===== src/hw/rtl/rau_pkg.sv =====
package rau_pkg;

  typedef enum logic [1:0] {
    ACT_ADD = 2'd0,
    ACT_SUB = 2'd1,
    ACT_MUL = 2'd2,
    ACT_DIV = 2'd3
  } action_t;

  typedef enum logic [1:0] {
    ST_OK       = 2'd0,
    ST_ZERO_DEN = 2'd1,
    ST_DIV_ZERO = 2'd2
  } status_t;

  typedef struct packed {
    logic [1:0]         action;
    logic signed [31:0] a_num;
    logic signed [31:0] a_den;
    logic signed [31:0] b_num;
    logic signed [31:0] b_den;
  } in_item_t;

  typedef struct packed {
    logic signed [63:0] res_num;
    logic [61:0]        res_den;
    logic [1:0]         status;
  } out_item_t;

  // classified job handed from front to back
  typedef struct packed {
    logic        neg;
    logic [62:0] mag;
    logic [61:0] den;
    logic [1:0]  status;
  } job_t;

endpackage


===== src/hw/rtl/rau_back.sv =====
module rau_back (
  input  logic               clk,
  input  logic               rst_n,
  input  rau_pkg::job_t      job,
  input  logic               job_valid,
  output logic               job_ready,
  output rau_pkg::out_item_t out_data,
  output logic               out_empty,
  input  logic               out_pop
);
  import rau_pkg::*;

  typedef enum logic [2:0] {B_IDLE, B_GCD, B_DIV, B_FIN, B_OUT} state_t;

  state_t state_r;
  job_t j_r;
  logic [62:0] x_r, y_r;
  logic [6:0] k_r;
  // restoring division state, shared for numerator then denominator
  logic [62:0] q_r, rem_r, dvd_r;
  logic [6:0] cnt_r;
  logic which_r;
  logic [62:0] qn_r;

  assign job_ready = (state_r == B_IDLE);
  assign out_empty = (state_r != B_OUT);

  logic [63:0] trial;
  assign trial = {rem_r, dvd_r[62]} - {1'b0, x_r};

  always_ff @(posedge clk) begin
    if (!rst_n) begin
      state_r <= B_IDLE;
    end else begin
      case (state_r)
        B_IDLE: if (job_valid) begin
          j_r <= job;
          x_r <= job.mag;
          y_r <= {1'b0, job.den};
          k_r <= '0;
          state_r <= (job.mag == '0) ? B_FIN : B_GCD;
        end
        B_GCD: begin
          // binary gcd, one step a cycle; result left in x_r << k_r
          if (y_r == '0) begin
            x_r <= x_r << k_r;
            dvd_r <= j_r.mag;
            rem_r <= '0;
            q_r <= '0;
            cnt_r <= '0;
            which_r <= 1'b0;
            state_r <= B_DIV;
          end else if (!x_r[0] && !y_r[0]) begin
            x_r <= x_r >> 1; y_r <= y_r >> 1; k_r <= k_r + 7'd1;
          end else if (!x_r[0]) x_r <= x_r >> 1;
          else if (!y_r[0]) y_r <= y_r >> 1;
          else if (x_r >= y_r) begin
            x_r <= y_r; y_r <= (x_r - y_r) >> 1;
          end else y_r <= (y_r - x_r) >> 1;
        end
        B_DIV: begin
          if (!trial[63]) begin
            rem_r <= trial[62:0];
            q_r <= {q_r[61:0], 1'b1};
          end else begin
            rem_r <= {rem_r[61:0], dvd_r[62]};
            q_r <= {q_r[61:0], 1'b0};
          end
          dvd_r <= dvd_r << 1;
          cnt_r <= cnt_r + 7'd1;
          if (cnt_r == 7'd62) begin
            if (!which_r) begin
              qn_r <= !trial[63] ? {q_r[61:0], 1'b1} : {q_r[61:0], 1'b0};
              which_r <= 1'b1;
              dvd_r <= {1'b0, j_r.den};
              rem_r <= '0;
              q_r <= '0;
              cnt_r <= '0;
            end else begin
              out_data.res_num <= j_r.neg ? -$signed({1'b0, qn_r}) : $signed({1'b0, qn_r});
              out_data.res_den <= !trial[63] ? {q_r[60:0], 1'b1} : {q_r[60:0], 1'b0};
              out_data.status <= j_r.status;
              state_r <= B_OUT;
            end
          end
        end
        B_FIN: begin
          out_data.res_num <= '0;
          out_data.res_den <= 62'd1;
          out_data.status <= j_r.status;
          state_r <= B_OUT;
        end
        B_OUT: if (out_pop) state_r <= B_IDLE;
        default: state_r <= B_IDLE;
      endcase
    end
  end
endmodule


===== config.mk =====
export PLATFORM = sky130hd
export DESIGN_NAME = rau_back
export DESIGN_NICKNAME = d
export VERILOG_FILES = /design/src/hw/rtl/rau_pkg.sv /design/src/hw/rtl/rau_back.sv
export SDC_FILE = /design/constraint.sdc
export NUM_CORES = 2
export LEC_CHECK = 0
export BUFFER_PORTS_ARGS = -buffer_cell sky130_fd_sc_hd__buf_2
export CORE_MARGIN = 10
export CORE_UTILIZATION = 60
export DETAILED_ROUTE_END_ITERATION = 10
export PLACE_DENSITY = 0.79
export SLEW_MARGIN = 20
export SYNTH_ARGS = -nofsm -noshare
export SYNTH_HDL_FRONTEND = slang
export SYNTH_SLANG_ARGS = --single-unit

===== constraint.sdc =====
create_clock -name clk -period 41.4 [get_ports clk]
set_clock_uncertainty 0.15 [all_clocks]
set_input_delay 6.21 -clock clk [delete_from_list [all_inputs] [get_ports clk]]
set_output_delay 6.21 -clock clk [all_outputs]
set_load 0.005 [all_outputs]

## Word-level counts from Yosys, hierarchy flattened

Index checks and enable logic that the tools add are counted.

- Register bits: 651
- Bits in latches: 0
- Bits in writable memories: 0
- ROM bits: 0
- Input port bits: 132
- Output and inout bits: 130
- Word-level logic and storage cells: 112
- Memories kept: 0

- $add $sub $neg: 6
- Multipliers: 0
- Div/mod/pow operators: 0
- Order comparisons: 1
- Equal/unequal tests: 16
- Shifts and indexed selects: 1
- Muxes and demuxes: 50
- Bitwise logic cells: 1
- Reductions and logical operators: 19

Operators by type and width:

| operator | number |
|---|---|
| two-way mux 63 bit | 17 |
| one-hot mux 63 bit (2 select lines) | 4 |
| two-way mux 128 bit | 2 |
| one-hot mux 128 bit (2 select lines) | 1 |
| two-way mux 62 bit | 4 |
| zero test 63 bit | 2 |
| subtractor 63 bit | 2 |
| one-hot mux 62 bit (2 select lines) | 1 |
| two-way mux 64 bit | 1 |
| negator 63 -> 64 bit | 1 |
| subtractor 64 x 63 -> 64 bit | 1 |
| greater-or-equal comparator 63 bit | 1 |
| << shifter 63 x 7 -> 63 bit | 1 |
| two-way mux 7 bit | 6 |
| one-hot mux 7 bit (2 select lines) | 2 |
| AND reduction 5 bit | 4 |
| two-way mux 3 bit | 5 |
| one-hot mux 3 bit (5 select lines) | 1 |
| adder 7 x 1 -> 7 bit (second input constant) | 2 |
| != test 2 bit (second input constant) | 7 |
| AND reduction 4 bit | 3 |
| != test 5 bit (second input constant) | 2 |
| AND reduction 3 bit | 3 |
| == test 7 x 6 -> 1 bit (second input constant) | 1 |
| 12 further kinds | 20 |

## Logic depth before layout (Yosys ltp)

- Depth in word-level cells: 7
- Depth in mapped cells: 18
- Mapped depth without buffers: 15

## Worst setup path after synthesis

Ideal clock, no wire load.

- Path type: input port to flip-flop
- Start point: in rst_n
- End point: reg which_r, enable pin
- Arrival time: 21426 ps
- Data required time: 40888 ps
- Slack: 19462 ps
- Stages: 2
- Path buffers: 0
- Cells stage by stage: a21boi_0 and2_1

- Longest elaborated chain between the ends: 1

Ends and longest elaborated chain:

| element | RTL line | source |
|---|---|---|
| start: declaration | rau_back.sv:3 | `input logic rst_n,` |
| AND reduction 4 bit (no source line) | -- |  |
| end signal: assignment | rau_back.sv:51 | `which_r <= 1'b0;` |
| end signal: assignment | rau_back.sv:74 | `which_r <= 1'b1;` |
| end: declaration | rau_back.sv:22 | `logic which_r;` |

No other way between the ends.
A chain may end at the register's enable or synchronous reset.

## Worst setup path after layout

- Start point: in job[71] in the netlist's numbering
- End point: reg state_r[1]

- Longest elaborated chain between the ends: 4

Ends and longest elaborated chain:

| element | RTL line | source |
|---|---|---|
| start: declaration | rau_back.sv:4 | `input rau_pkg::job_t job,` |
| zero test 63 bit | rau_back.sv:41 | `state_r <= (job.mag == '0) ? B_FIN : B_GCD;` |
| two-way mux 2 bit | rau_back.sv:41 |  |
| two-way mux 3 bit | rau_back.sv:36 | `B_IDLE: if (job_valid) begin` |
| one-hot mux 3 bit (5 select lines) | rau_back.sv:35 | `case (state_r)` |
| end signal: assignment | rau_back.sv:41 |  |
| end: declaration | rau_back.sv:15 | `state_t state_r;` |

No other way between the ends. The select of a mux whose other input is x is not followed.

==> impl_metrics.prom <==
# TYPE chip_impl_metric gauge
chip_impl_metric{name="finish.net_count",unit=""} 4785
chip_impl_metric{name="timing.final.setup_violations",unit=""} 0
chip_impl_metric{name="worstHoldPathCells",unit=""} 0
chip_impl_metric{name="global_route_total_usage_across_every_layer",unit=""} 0.329
chip_impl_metric{name="synth-compound-area-share",unit=""} 0.171
chip_impl_metric{name="post_synthesis_simple_gate_area_fraction",unit=""} 0.148
chip_impl_info{name="tritoncts",value="done"} 1
chip_impl_metric{name="design_area",unit="sq um"} 46900
chip_impl_metric{name="setup.reg_to_reg.worst_slack",unit="ps"} 35350
chip_impl_metric{name="initial_utilization",unit=""} 0.607
chip_impl_metric{name="met2_wirelength",unit="um"} 61100
chip_impl_metric{name="worstSkewPairLatency",unit="ps"} 660
chip_impl_metric{name="grt_max_degree",unit=""} 143
chip_impl_metric{name="leakagePower",unit="nW"} 18.2
chip_impl_metric{name="maxCapViolations",unit=""} 0
chip_impl_metric{name="synth.distinct_cells",unit=""} 79
chip_impl_metric{name="floorplan.rows",unit=""} 97
chip_impl_metric{name="synth_top_area_share",unit=""} 0.456
chip_impl_metric{name="fin_setup_tns",unit="ps"} 0
chip_impl_metric{name="fin_util",unit=""} 0.668
chip_impl_metric{name="synth_enable_flop_cells",unit=""} 647
chip_impl_metric{name="numCtsBuffers",unit=""} 70
chip_impl_metric{name="drive_above_1_share",unit=""} 0.119
chip_impl_metric{name="core-area",unit="sq um"} 70100
chip_impl_info{name="crit_path_top_delay_cell",value="nor4_1"} 1
chip_impl_metric{name="cts_num_sinks",unit=""} 650
chip_impl_metric{name="drt-vias-per-instance",unit=""} 6.64
chip_impl_metric{name="worstPathMaxFanout",unit=""} 3
chip_impl_info{name="ctsRootBufferMaster",value="clkbuf_16"} 1
chip_impl_info{name="end_kind",value="flip-flop"} 1
chip_impl_metric{name="postSynthRegisterBits",unit=""} 650
chip_impl_metric{name="drt-met1-wl",unit="um"} 51700
chip_impl_info{name="post_synth_most_frequent_cells",value="edfxtp_1 (647), nand2_1 (483), o21ai_0 (391)"} 1
chip_impl_metric{name="grt_pass1_wl",unit="um"} 209000
chip_impl_info{name="startpoint_type",value="input pin"} 1
chip_impl_metric{name="finalHoldViolations",unit=""} 0
chip_impl_metric{name="totalWireLength",unit="um"} 140000
chip_impl_info{name="synth.area.top_cells",value="edfxtp_1 (46%), ha_1 (5.7%), mux2i_1 (5.3%), o21ai_0 (4.6%), a21oi_1 (4.4%)"} 1
chip_impl_metric{name="seq_area_frac_synth",unit=""} 0.458
chip_impl_metric{name="post_dp_cell_area",unit="sq um"} 44500
chip_impl_info{name="dominant_combinational_cell_family_by_area_after_synthesis",value="compound AO/OA/AOI/OAI gates"} 1
chip_impl_metric{name="timing.fmax",unit="MHz"} 121
chip_impl_info{name="timing.setup.critical_path_class",value="input pin to flip-flop"} 1
chip_impl_metric{name="first_global_vias",unit=""} 34300
chip_impl_metric{name="fp.dieW",unit="um"} 286
chip_impl_metric{name="final_critical_path_time_including_i_o_delays_and_setup",unit="ps"} 8250
chip_impl_metric{name="place.detailed.hpwl",unit="um"} 104000
chip_impl_metric{name="routedWlPerCell",unit="um"} 25.6
chip_impl_metric{name="clk_transition_reported_paths",unit="ps"} 70
chip_impl_info{name="rsz0062_at_grt",value="no"} 1
chip_impl_metric{name="synthArstFlopShare",unit=""} 0
chip_impl_metric{name="area.growth.synth_to_final",unit="%"} 10.1
chip_impl_metric{name="critical_path_depth",unit=""} 7
chip_impl_metric{name="post-cts-setup-buffer-count",unit=""} 0
chip_impl_metric{name="grt_overflow_total",unit=""} 0
chip_impl_info{name="route.top_layer_used",value="met5"} 1
chip_impl_metric{name="cp_slowest_stage_delay",unit="ps"} 770
chip_impl_metric{name="layout_worst_path_cycle_share",unit=""} 0.199
chip_impl_info{name="hold_class",value="flip-flop to flip-flop"} 1
chip_impl_metric{name="ctsHtreeMaxLevel",unit=""} 3
chip_impl_metric{name="cts_hold_buffers",unit=""} 0
chip_impl_metric{name="ff2ff_path_depth",unit=""} 15
chip_impl_metric{name="iteration_count_of_the_initial_detailed_routing_pass",unit=""} 7
chip_impl_metric{name="yosys-mux-area-fraction",unit=""} 0.0862
chip_impl_metric{name="drv_slew",unit=""} 0
chip_impl_metric{name="vdd.ir_drop.worst",unit="mV"} 0.0408
chip_impl_metric{name="route.detailed.drc",unit=""} 0
chip_impl_metric{name="worst_slew_pin_slew",unit="ps"} 1270
chip_impl_metric{name="max-slew-margin-rel",unit=""} 0.149
chip_impl_info{name="yosysMostFrequentCell",value="edfxtp_1"} 1
chip_impl_metric{name="critical_path_required",unit="ps"} 41810
chip_impl_metric{name="final_antenna_net_count",unit=""} 0
chip_impl_info{name="critical_path.most_common_cell",value="nor4_1"} 1
chip_impl_info{name="netlist.top_cell.by_area",value="edfxtp_1"} 1
chip_impl_metric{name="power_density",unit="nW/um^2"} 44.5
chip_impl_metric{name="die_y",unit="um"} 286
chip_impl_metric{name="buffer_levels_on_the_longest_clock_path",unit=""} 3
chip_impl_metric{name="cp.buffers_inverters",unit=""} 1
chip_impl_metric{name="cts_repair_resize_count",unit=""} 0
chip_impl_info{name="cp_cell_sequence",value="buf_2 > nor4_1 > nand4_1 > nor4_1 > a41oi_1 > or3_1 > a21boi_0"} 1
chip_impl_metric{name="design.portCount",unit=""} 262
chip_impl_metric{name="yosys.area_share.adder",unit=""} 0.0587
chip_impl_metric{name="post_synth_xor_area_fraction",unit=""} 0.0374
chip_impl_metric{name="number_of_nets_produced_by_synthesis",unit=""} 4679
chip_impl_info{name="largest_delay_share_family_worst_path",value="simple AND/OR/NAND/NOR gates"} 1
chip_impl_metric{name="syn_area",unit="sq um"} 42600
chip_impl_metric{name="avgSynthCellArea",unit="sq um"} 9.79
chip_impl_info{name="synthFlopType",value="edfxtp_1"} 1
chip_impl_metric{name="gp_routability_congestion",unit=""} 1.06
chip_impl_metric{name="arrival",unit="ps"} 8660
chip_impl_metric{name="synth_warnings",unit=""} 0
chip_impl_metric{name="grt_antenna_before_repair",unit=""} 5
chip_impl_metric{name="io_buffer_count",unit=""} 261
chip_impl_metric{name="detailroute.wirelength.met3",unit="um"} 16500
chip_impl_metric{name="detailedRoute.firstIterationViolations",unit=""} 4975
chip_impl_metric{name="netlist_instances",unit=""} 4349
chip_impl_metric{name="dieArea",unit="sq um"} 82000
chip_impl_metric{name="routed-via-count",unit=""} 36200
chip_impl_info{name="outcome",value="complete, no violations"} 1
cell usage in the layout (no fill, tap or decap), types with 105 or more instances in the layout:
cell type and n:
xor2_1 105, o21ai_0 391, nor3_1 107, inv_1 191, nor2_1 347, nand2_1 480
buf_2 261, mux2i_1 225, and2_1 140, a21oi_1 370, ha_1 195, edfxtp_1 647
worst register-to-register path, stage by stage, from the launching register on:
cell       delay (ps)
edfxtp_1          620
inv_1             200
ha_1              470
a21oi_1           260
o21ai_0           180
a221oi_1          270
nand3_1           290
a2111oi_0         670
buf_4             260
o21ai_4            50
buf_4             340
nor4_1            770
nor2_1            200
a211oi_1          640
mux2i_1           310
nand2_1            90
kinds of logic (layout without fill, tap and decap cells):
logic type	after synthesis	in the layout
other	0	3
XOR/XNOR	182	182
AND/OR/NAND/NOR	1354	1354
flip-flops	650	650
AO/OA/AOI/OAI	1206	1206
buffers and inverters	460	623
adder cells (fa/ha/maj)	198	198
multiplexers	299	299
report_power, final:
group | internal (W) | switching, W | leakage (nW) | total (W)
combinational | 0.000213 | 0.000416 | 11.0 | 0.000629
clock | 0.000374 | 0.000279 | 1.14 | 0.000654
sequential | 0.000765 | 0.0000393 | 5.99 | 0.000804
worst paths after layout:
| check | endpoint | from |
|---|---|---|
| setup / recovery | state_r[1]$_SDFFE_PN0P_ | job[71] |
| hold / removal | qn_r[62]$_DFFE_PP_ | q_r[61]$_SDFFCE_PN0P_ |
| setup reg to reg | y_r[55]$_DFFE_PP_ | x_r[14]$_DFFE_PP_ |
| hold reg to reg | qn_r[62]$_DFFE_PP_ | q_r[61]$_SDFFCE_PN0P_ |
metal layers:
metal | vias to the layer above | global-route usage
met1 | 17100 | 0.416
li1 | 16300 | -
met2 | 2393 | 0.501
met5 | - | 0
met3 | 470 | 0.0829
met4 | 4 | 0.210
registers in the layout, indices dropped and copies added (netlist names), 3 cells and up:
signal	flops
cnt_r	7
dvd_r	63
j_r	128
k_r	7
out_data	128
q_r	62
qn_r	63
rem_r	63
state_r	3
x_r	63
y_r	62
layout make-up:
| type | count | area [sq um] |
|---|---|---|
| inverter | 194 | 728 |
| fill | 5552 | 23300 |
| multi-input combinational | 3239 | 21500 |
| antenna | 3 | 7.51 |
| tap | 940 | 1180 |
| clock inverter | 49 | 596 |
| clock buffer | 80 | 1790 |
| timing repair buffer | 300 | 1610 |
| sequential | 650 | 19500 |
stage by stage:
step	total power (W)	std cells	setup slack, ps	hold slack [ps]
finish	0.00209	5455	33150	275
global route	0.00216	5453	33060	286
CTS	0.00206	5452	32860	274
detailed placement	0.00142	5323	32210	256
global placement	0.00141	5323	32380	257
floorplan	0.00122	4349	19460	250
(Power assumes the default switching activity.)
